`src/rtl/sjis_pkg.sv`:
```
// Package with the types, constants and helper functions of the Shift-JIS glyph placer.
`timescale 1ns / 1ps
`default_nettype none

package sjis_pkg;

  // Width of the pen position registers.
  localparam int POS_BITS  = 16;
  // Working width for clamping: wide enough for the pen, the 16-bit ports and one carry.
  localparam int WIDE_BITS = (POS_BITS > 16) ? POS_BITS : 16;

  typedef logic signed [POS_BITS-1:0] pos_t;
  typedef logic signed [WIDE_BITS:0]  wide_t;

  localparam wide_t POS_MAX_W = wide_t'({1'b0, {(POS_BITS-1){1'b1}}});
  localparam wide_t POS_MIN_W = ~POS_MAX_W;

  localparam logic signed [15:0] X_MAX = 16'sh7FFF;
  localparam logic signed [15:0] X_MIN = 16'sh8000;

  localparam logic [7:0] LEAD_A_LO  = 8'h81;
  localparam logic [7:0] LEAD_A_HI  = 8'h9F;
  localparam logic [7:0] LEAD_B_LO  = 8'hE0;
  localparam logic [7:0] LEAD_B_HI  = 8'hFC;
  localparam logic [7:0] TRAIL_A_LO = 8'h40;
  localparam logic [7:0] TRAIL_A_HI = 8'h7E;
  localparam logic [7:0] TRAIL_B_LO = 8'h80;
  localparam logic [7:0] TRAIL_B_HI = 8'h9E;
  localparam logic [7:0] ROW_B_BASE = 8'd62;
  localparam logic [7:0] CODE_BIAS  = 8'd33;

  // Cell plus bias, as an offset added to the trail byte (modulo 2^16).
  localparam logic [15:0] CELL_ADJ_A   = 16'(-31);   // b - 0x40 + 33
  localparam logic [15:0] CELL_ADJ_B   = 16'(-32);   // b - 0x80 + 63 + 33
  localparam logic [15:0] CELL_ADJ_BAD = 16'(-126);  // b - 0x9F + 33

  localparam logic [1:0] FONT_12 = 2'd0;
  localparam logic [1:0] FONT_14 = 2'd1;

  typedef struct packed {
    logic [7:0]         byte_value;
    logic               first_of_string;
    logic signed [15:0] start_x;
  } in_item_t;

  typedef struct packed {
    logic [15:0]        glyph_code;
    logic               wide_glyph;
    logic signed [15:0] draw_x;
  } out_item_t;

  function automatic pos_t sat_pos(wide_t v);
    wide_t c;
    c = v;
    if (v > POS_MAX_W) c = POS_MAX_W;
    else if (v < POS_MIN_W) c = POS_MIN_W;
    return pos_t'(c[POS_BITS-1:0]);
  endfunction

  function automatic logic signed [15:0] sat_out_x(pos_t p);
    wide_t v;
    wide_t c;
    v = wide_t'(p);
    c = v;
    if (v > wide_t'(X_MAX)) c = wide_t'(X_MAX);
    else if (v < wide_t'(X_MIN)) c = wide_t'(X_MIN);
    return c[15:0];
  endfunction

  function automatic logic is_lead(logic [7:0] b);
    return ((b >= LEAD_A_LO) && (b <= LEAD_A_HI)) || ((b >= LEAD_B_LO) && (b <= LEAD_B_HI));
  endfunction

  function automatic logic [3:0] half_cell(logic [1:0] font);
    logic [3:0] h;
    unique case (font)
      FONT_12: h = 4'd6;
      FONT_14: h = 4'd7;
      default: h = 4'd8;
    endcase
    return h;
  endfunction

  // JIS X 0208 code of a lead and trail pair, with the bias of 33 on row and cell.
  function automatic logic [15:0] pair_code(logic [7:0] lead, logic [7:0] trail);
    logic [7:0]  row;
    logic [15:0] adj;
    if (lead <= LEAD_A_HI) row = 8'((lead - LEAD_A_LO) << 1);
    else row = 8'(((lead - LEAD_B_LO) << 1) + ROW_B_BASE);
    if ((trail >= TRAIL_A_LO) && (trail <= TRAIL_A_HI)) begin
      adj = CELL_ADJ_A;
    end else if ((trail >= TRAIL_B_LO) && (trail <= TRAIL_B_HI)) begin
      adj = CELL_ADJ_B;
    end else begin
      adj = CELL_ADJ_BAD;
      row = row + 8'd1;
    end
    return {row + CODE_BIAS, 8'h00} + {8'h00, trail} + adj;
  endfunction

endpackage

`default_nettype wire

```
`src/rtl/sjis_glyph_code_placer_core.sv`:
```
// Top level of the Shift-JIS glyph placer: byte decode, pen tracking and output skid.
`timescale 1ns / 1ps
`default_nettype none

// This block takes one Shift-JIS byte per transaction and returns at most one glyph
// transaction for it from a registered output. It sustains one byte per cycle while the
// skid stage is empty: all decode and pen arithmetic is one combinational pass from the
// input port into the state registers and the result or skid register. A second result
// register (skid stage) holds one result while the consumer stalls, so in_stall rises
// only when that stage is occupied. The pen advances by half the cell width on every
// non-zero byte and saturates at the signed pen limits. A lead byte produces no result;
// the following byte emits the JIS X 0208 row and cell code drawn at the lead byte's
// position. A zero byte produces no result and drops any pending lead. The font size
// register may only be written while the block is idle; writes are always taken.
module sjis_glyph_code_placer_core (
  input  wire                       clk,
  input  wire                       rst_n,
  input  wire                       in_valid,
  output logic                      in_stall,
  input  sjis_pkg::in_item_t        in_data,
  output logic                      out_valid,
  input  wire                       out_stall,
  output sjis_pkg::out_item_t       out_data,
  input  wire                       cfg_valid,
  output logic                      cfg_ready,
  input  wire [1:0]                 cfg_data
);

  logic [1:0]           font_size_r;
  logic [7:0]           pending_r, pending_nxt;
  sjis_pkg::pos_t       pen_x_r, pen_x_nxt;
  sjis_pkg::pos_t       lead_x_r, lead_x_nxt;

  logic                 out_valid_r, out_valid_nxt;
  sjis_pkg::out_item_t  out_item_r, out_item_nxt;
  logic                 skid_valid_r, skid_valid_nxt;
  sjis_pkg::out_item_t  skid_item_r, skid_item_nxt;

  logic                 in_acc;
  logic                 out_take;
  logic                 res_valid;
  sjis_pkg::out_item_t  res_item;
  logic [7:0]           pend_eff;
  sjis_pkg::pos_t       pen_eff;

  assign cfg_ready = 1'b1;
  assign in_stall  = skid_valid_r;
  assign in_acc    = in_valid && !skid_valid_r;
  assign out_take  = out_valid_r && !out_stall;
  assign out_valid = out_valid_r;
  assign out_data  = out_item_r;

  // Decode of one byte. A first byte of a string first reloads the pen and clears the lead.
  always_comb begin
    pend_eff    = in_data.first_of_string ? 8'h00 : pending_r;
    pen_eff     = in_data.first_of_string ?
                  sjis_pkg::sat_pos(sjis_pkg::wide_t'(in_data.start_x)) : pen_x_r;
    pending_nxt = pend_eff;
    lead_x_nxt  = lead_x_r;
    pen_x_nxt   = pen_eff;
    res_valid   = 1'b0;
    res_item    = '{glyph_code: {8'h00, in_data.byte_value}, wide_glyph: 1'b0,
                    draw_x: sjis_pkg::sat_out_x(pen_eff)};
    if (in_data.byte_value == 8'h00) begin
      // End of string: the pen stays where it is.
      pending_nxt = 8'h00;
    end else begin
      if (pend_eff == 8'h00) begin
        if (sjis_pkg::is_lead(in_data.byte_value)) begin
          pending_nxt = in_data.byte_value;
          lead_x_nxt  = pen_eff;
        end else begin
          res_valid = 1'b1;
        end
      end else begin
        res_valid           = 1'b1;
        res_item.glyph_code = sjis_pkg::pair_code(pend_eff, in_data.byte_value);
        res_item.wide_glyph = 1'b1;
        res_item.draw_x     = sjis_pkg::sat_out_x(lead_x_r);
        pending_nxt         = 8'h00;
      end
      pen_x_nxt = sjis_pkg::sat_pos(sjis_pkg::wide_t'(pen_eff) +
                  sjis_pkg::wide_t'({1'b0, sjis_pkg::half_cell(font_size_r)}));
    end
  end

  // Output register with one skid stage behind it.
  always_comb begin
    out_valid_nxt  = out_valid_r;
    out_item_nxt   = out_item_r;
    skid_valid_nxt = skid_valid_r;
    skid_item_nxt  = skid_item_r;
    if (!out_valid_r || out_take) begin
      if (skid_valid_r) begin
        out_valid_nxt  = 1'b1;
        out_item_nxt   = skid_item_r;
        skid_valid_nxt = 1'b0;
      end else begin
        out_valid_nxt = in_acc && res_valid;
        out_item_nxt  = res_item;
      end
    end else if (in_acc && res_valid) begin
      skid_valid_nxt = 1'b1;
      skid_item_nxt  = res_item;
    end
  end

  always_ff @(posedge clk) begin
    if (!rst_n) begin
      font_size_r  <= 2'd0;
      pending_r    <= 8'h00;
      pen_x_r      <= '0;
      lead_x_r     <= '0;
      out_valid_r  <= 1'b0;
      skid_valid_r <= 1'b0;
    end else begin
      if (cfg_valid && cfg_ready) font_size_r <= cfg_data;
      if (in_acc) begin
        pending_r <= pending_nxt;
        pen_x_r   <= pen_x_nxt;
        lead_x_r  <= lead_x_nxt;
      end
      out_valid_r  <= out_valid_nxt;
      skid_valid_r <= skid_valid_nxt;
    end
  end

  always_ff @(posedge clk) begin
    out_item_r  <= out_item_nxt;
    skid_item_r <= skid_item_nxt;
  end

  // The skid stage only fills behind a held result.
  a_skid_behind_out: assert property (@(posedge clk) disable iff (!rst_n)
    skid_valid_r |-> out_valid_r)
    else $error("skid stage holds a result while the output register is empty");

  // A zero byte always leaves no lead pending.
  a_zero_drops_lead: assert property (@(posedge clk) disable iff (!rst_n)
    in_acc && (in_data.byte_value == 8'h00) |=> pending_r == 8'h00)
    else $error("lead byte survived the end of a string");

  // A zero byte inside a string does not move the pen.
  a_zero_keeps_pen: assert property (@(posedge clk) disable iff (!rst_n)
    in_acc && (in_data.byte_value == 8'h00) && !in_data.first_of_string |=> $stable(pen_x_r))
    else $error("pen moved on the end of a string");

  // Wide glyph rows carry the bias and stay between 33 and 152.
  a_wide_row_range: assert property (@(posedge clk) disable iff (!rst_n)
    out_valid_r && out_item_r.wide_glyph |->
      (out_item_r.glyph_code[15:8] >= 8'd33) && (out_item_r.glyph_code[15:8] <= 8'd152))
    else $error("wide glyph row out of range");

endmodule

`default_nettype wire

```
`config.mk`:
```
export PLATFORM = sky130hd
export DESIGN_NAME = sjis_glyph_code_placer_core
export DESIGN_NICKNAME = d
export VERILOG_FILES = /design/src/rtl/sjis_pkg.sv /design/src/rtl/sjis_glyph_code_placer_core.sv
export SDC_FILE = /design/constraint.sdc
export NUM_CORES = 1
export LEC_CHECK = 0
export ABC_CLOCK_PERIOD_IN_PS = 7600
export BUFFER_PORTS_ARGS = -buffer_cell sky130_fd_sc_hd__buf_2
export CAP_MARGIN = 20
export CORE_MARGIN = 5
export CORE_UTILIZATION = 30
export CTS_BUF_LIST = sky130_fd_sc_hd__clkbuf_8
export DETAILED_ROUTE_END_ITERATION = 8
export SKIP_CTS_REPAIR_TIMING = 1
export SLEW_MARGIN = 25
export SYNTH_ARGS = -nofsm -noshare
export SYNTH_HDL_FRONTEND = slang
export SYNTH_SLANG_ARGS = --single-unit
```
`constraint.sdc`:
```
create_clock -name clk -period 7.6 [get_ports clk]
set_input_delay 0.76 -clock clk [delete_from_list [all_inputs] [get_ports clk]]
set_output_delay 0.76 -clock clk [all_outputs]
set_load 0.05 [all_outputs]
```
### Word-level counts from Yosys, hierarchy flattened

Index checks and enable logic that the tools add are counted.
W data, S select, Z words.

| word-level totals | value |
|---|---|
| bits in registers | 110 |
| input port bits | 32 |
| output and inout port bits | 36 |
| word-level logic and storage cells | 93 |

| cells by class | value |
|---|---|
| $add $sub $neg | 8 |
| magnitude comparators | 17 |
| equality and inequality tests | 1 |
| mux-type cells | 34 |
| bitwise gates (word level) | 3 |
| reductions and logical operators | 18 |

Operator list:

| operator | number |
|---|---|
| $mux W16 | 12 |
| $mux W33 | 3 |
| $mux W8 | 11 |
| $gt A16 B16 Y1 const B | 3 |
| $lt A16 B16 Y1 const B | 3 |
| $le A8 B8 Y1 const B | 4 |
| $ge A8 B8 Y1 const B | 3 |
| $add A16 B5 Y17 | 1 |
| $gt A17 B16 Y1 const B | 1 |
| $lt A17 B16 Y1 const B | 1 |
| $add A16 B16 Y16 | 1 |
| $add A16 B8 Y16 | 1 |
| $add A8 B6 Y8 const B | 2 |
| $logic_not A8 Y1 | 2 |
| $mux W7 | 2 |
| $add A8 B1 Y8 const B | 1 |
| $ge A8 B7 Y1 const B | 1 |
| $le A8 B7 Y1 const B | 1 |
| $pmux W4 S2 | 1 |
| $logic_and A1 B1 Y1 | 7 |
| $sub A7 B1 Y7 const B | 1 |
| $sub A7 B7 Y7 const B | 1 |
| $mux W1 | 4 |
| $mux W4 | 1 |
| other kinds (8) | 13 |

### Longest topological paths before layout

| depth | value |
|---|---|
| depth after elaboration | 17 |
| mapped depth | 16 |

### Worst setup path before layout

OpenSTA, ideal clock, no wires.

| timing | value |
|---|---|
| path kind | input port to flip-flop |
| from | input port in_data[16] (netlist bit) |
| to | register pen_x_r[12] |
| data arrival time | 4.213 ns |
| required time | 7.483 ns |
| setup slack | 3.270 ns |
| stages | 16 |
| path through | buf_6 > buf_6 > buf_4 > buf_1 > mux2i_1 > inv_1 > ha_1 > fa_1 > a21o_1 > a21oi_1 > nand2_1 > or4_1 > buf_2 > nor3b_1 > a211o_1 > a22o_1 |

| on the way | value |
|---|---|
| word-level cells in the longest chain between the ends | 6 |

Ends and longest elaborated chain:

| what | line | source |
|---|---|---|
| start: declaration | sjis_glyph_code_placer_core.sv:20 | `input sjis_pkg::in_item_t in_data,` |
| $mux W16 (*) | sjis_glyph_code_placer_core.sv:56 | `pen_eff = in_data.first_of_string ?` |
| net pen_eff[0] | sjis_glyph_code_placer_core.sv:44 | `sjis_pkg::pos_t pen_eff;` |
| $add A16 B5 Y17 (*) | sjis_glyph_code_placer_core.sv:82 | `pen_x_nxt = sjis_pkg::sat_pos(sjis_pkg::wide_t'(pen_eff) +` |
| $lt A17 B16 Y1 | sjis_pkg.sv:56 | `else if (v < POS_MIN_W) c = POS_MIN_W;` |
| $mux W16 | sjis_pkg.sv:56 |  |
| $mux W16 (*) | sjis_pkg.sv:55 | `if (v > POS_MAX_W) c = POS_MAX_W;` |
| $mux W16 (*) | sjis_glyph_code_placer_core.sv:64 | `if (in_data.byte_value == 8'h00) begin` |
| end signal: assignment | sjis_glyph_code_placer_core.sv:120 | `pen_x_r <= pen_x_nxt;` |
| end: declaration | sjis_glyph_code_placer_core.sv:31 | `sjis_pkg::pos_t pen_x_r, pen_x_nxt;` |

The timed path passes the listed nets; every way through them passes the cells marked *.
A chain may end at the register's enable or synchronous reset.

### Final worst setup path

| timing | value |
|---|---|
| from | input port in_data[16] (netlist bit) |
| to | register pen_x_r[6] |

Same word-level chain as after synthesis.

==> impl_results.md <==
* Number of antenna violations at the first check in global routing at 0
* Mean post-synth cell area at between 10 and 15 um^2
* Worst-path cell with the longest stage delay: buf_2
* Peak per-stage delay on the critical path at between 0.5 and 0.6 ns
* Setup repair after global routing missed its margin: false
* Overall overflow remaining after global route at 0
* Die ar. at approximately 0.023 mm^2
* Global-route wire length before repair at 22300 um
* Post-synth top area share at 33.5%
* Cell Area, Placed at between 0.006 and 0.007 mm^2
* FMAX at 247 MHz
* Number of I/O port buffers at 66
* Clock power frac at between 20% and 30%
* Starting utilization of the core area at 30.4%
* Final Cell Area at 0.00668 mm^2
* Number of CTS-inserted buffers at 9
* Static leakage power at between 2 and 3 nW
* Clock tree skew after final layout at 0.0157 ns
* Max-cap violation count at 0
* Part of the cycle the worst path needs at 53.4%
* Largest net degree at the start of global routing at 48
* Number of hold violations in the final report at 0
* Int Pwr at 0.000966 W
* Starting DRC count in detailed routing at 348
* Total of fill cells in the finished design at 1991
* Number of sinks on the clock net at between 100 and 150
* Proportion of power drawn by flip-flops and latches at 48.6%
* Count of flip-flops with a built-in enable after synthesis at 66
* Clock root buffer master: clkbuf_8
* Min-delay worst type: flip-flop to flip-flop
* Die height at 150 um
* Weighted congestion reported at the end of routability-driven placement at 0.871
* Post-synthesis sequential area ratio at about 48%
* CP required at roughly 8 ns
* Number of cells on the critical path at 12
* Synth Cell Area at 0.00591 mm^2
* H-tree level count at 3
* Final WL at 14300 um
* Final setup violation count at 0
* Post-synthesis cell type with the largest combined area: edfxtp_1
* Worst Hold Depth at 2
* Synthesized netlist net count at about 630
* Worst slew margin at 37.7%
* Sum of buffers and inverters on the critical path at 2
* Most area-consuming cells after synthesis: edfxtp_1 (34%), dfxtp_1 (15%), mux2_2 (4.2%)
* GRT Resource Usage Total at 12.6%
* Transition at the pin with the smallest max-transition slack at 0.934 ns
* Placeable Area at 0.0195 mm^2
* Length in cells of the worst reg-to-reg path at 6
* Worst slack on hold paths at 0.469 ns
* Critical Path End Type: flip-flop
* TritonCTS clock tree: built
* Row Count at 51
* Worst setup SP type: input pin
* Crit-path cells: buf_2, mux2i_1, inv_1, ha_1, fa_1, a21o_1, a21oi_1, nand2_1, or4_1, and2_0, a2111oi_0, a311oi_1
* Highest fanout seen on the critical path at 33
* Net count, final at 676
* Ys Warns at 0
* Later-pin clock latency in the skew report at about 0.39 ns
* Die width at 150 um
* Routed via count at between 4000 and 5000
* Via count of the first global-routing pass at 4066
* Io pins at 68
* Power share of the combinational group at 24.8%
* NetSw at slightly below 0.0005 W
* Count of different cell masters after synthesis at 67
* Per-cell via count in the routed design at 4.91
* Proportion of layout cells with a drive suffix above 1 at 19.3%
* Max-slew violations at 0
* Power per Cell Area at 218 mW/mm^2
* Crit-path leading delay family: compound AO/OA/AOI/OAI gates
* Clock slew seen by the registers of the worst setup and hold paths at about 0.12 ns
* Status: completed
* Yosys reg bits at 110
* Minimum clock period at 4.06 ns
* Maximum root-to-sink buffer count at 2
* Async S/R FF share, synth at 0%
* Inserted Diodes at 0
* Post-detailed-route count of antenna-violating nets at 0
* Area overhead of the layout relative to synthesis at 13.1%
* Average wire per cell in the routed design at about 16 um
* Detailed-route DRC error count at 0
* Drt first pass iters at 5
* Count of mapped cells out of synthesis at about 600
* Worst supply voltage drop on vdd at about 100 uV
* Top flip-flop cell by instance count after synthesis: edfxtp_1
* CP Class: input pin to flip-flop
* Setup TNS at 0 ns
* Crit path arrival time at 4.31 ns
* Uppermost layer routed: met4
* Final HPWL from detailed placement at 10200 um
* Switch share at 33.7%
* Met3 routed wirelength at 758 um
* Met2 routed WL at roughly 6300 um
* Routed length on met1 at 7160 um
## worst reg2reg max path: cells and delay by family (launching register included)
family                 cells  cell delay, ns
flip-flops                 1            0.63
buffers and inverters      2            1.22
AND/OR/NAND/NOR            2            0.96
AO/OA/AOI/OAI              2            0.44
## kinds of logic (layout without fill, tap and decap cells)
group,Yosys count,after routing,synth area share (%)
compound gates,156,156,18.2
fa+ha+maj,13,13,3.01
xor+xnor,20,20,2.96
simple gates,187,187,15.6
mux,44,44,7.98
other cells,1,1,0.0634
flops,110,110,48.4
buf+inv,53,105,3.81
## cells in the mapped netlist (14+ instances only)
master / number
clkbuf_1: 24
mux2_2: 22
o31ai_1: 14
nor2_1: 44
nand2_1: 62
o21ai_0: 29
dfxtp_1: 44
inv_1: 17
mux2i_1: 21
o211a_1: 17
edfxtp_1: 66
a21oi_1: 38
## routing by layer
metal	track usage, %	vias up
met2	18.5	95
li1	-	2228
met1	18.2	2094
met5	0	-
met3	3.10	11
met4	3.57	0
## layout by cell type, fill, tap and decap left out, types with 8 or more instances in the layout
cell type / count
o31ai_1: 14
buf_2: 66
xor2_1: 8
xnor2_1: 12
o211a_1: 17
inv_1: 17
nand3_1: 8
o21ai_0: 29
nand2_1: 62
and2_1: 8
mux2i_1: 21
dfxtp_1: 44
nor2b_1: 13
nor2_1: 44
clkbuf_8: 10
ha_1: 11
nor3_1: 9
a21o_1: 8
mux2_2: 22
edfxtp_1: 66
a21oi_1: 38
## registers in the layout (all words and copies together) (netlist names)
name	cells
lead_x_r	16
out_data	33
pen_x_r	16
in_stall	1
font_size_r	2
out_valid	1
skid_item_r	33
pending_r	8
## power by group through the flow
stage               sequential [W]  combinational (W)  clock [W]
finish                    0.000708           0.000361   0.000388
global route              0.000714           0.000391   0.000423
CTS                       0.000709           0.000363   0.000399
detailed placement        0.000723           0.000361          0
global placement          0.000723           0.000360          0
floorplan                 0.000826           0.000169          0
## path summary, 6_finish.rpt
kind,endpoint,slack [ns],startpoint
setup / recovery,pen_x_r[6],3.54,in_data[16]
setup reg to reg,pending_r[6],4.28,in_stall
hold / removal,pen_x_r[1],0.47,pen_x_r[1]
hold reg to reg,pen_x_r[1],0.47,pen_x_r[1]
## final cells by class
type / instances / area [um^2] / share of cell area, %
clock buffers: 10 / 138 / 2.06
clock inverters: 6 / 76.3 / 1.14
inverters: 17 / 63.8 / 0.955
multi-input cells: 421 / 2840 / 42.4
flip-flops and latches: 110 / 2860 / 42.8
well taps: 265 / 332 / 4.96
repair buffers: 72 / 375 / 5.62
## through the flow
step           power (W)  util (%)  setup WS (ns)  instances
2_1_floorplan   0.000996         -           3.27        584
3_3_place_gp     0.00108      33.2           3.25        885
3_5_place_dp     0.00108      33.2           3.14        885
4_1_cts          0.00147      34.3           3.57        901
5_1_grt          0.00153      34.3           3.26        901
6_report         0.00146      34.3           3.54        901
Power figures use the tool's default switching activity.
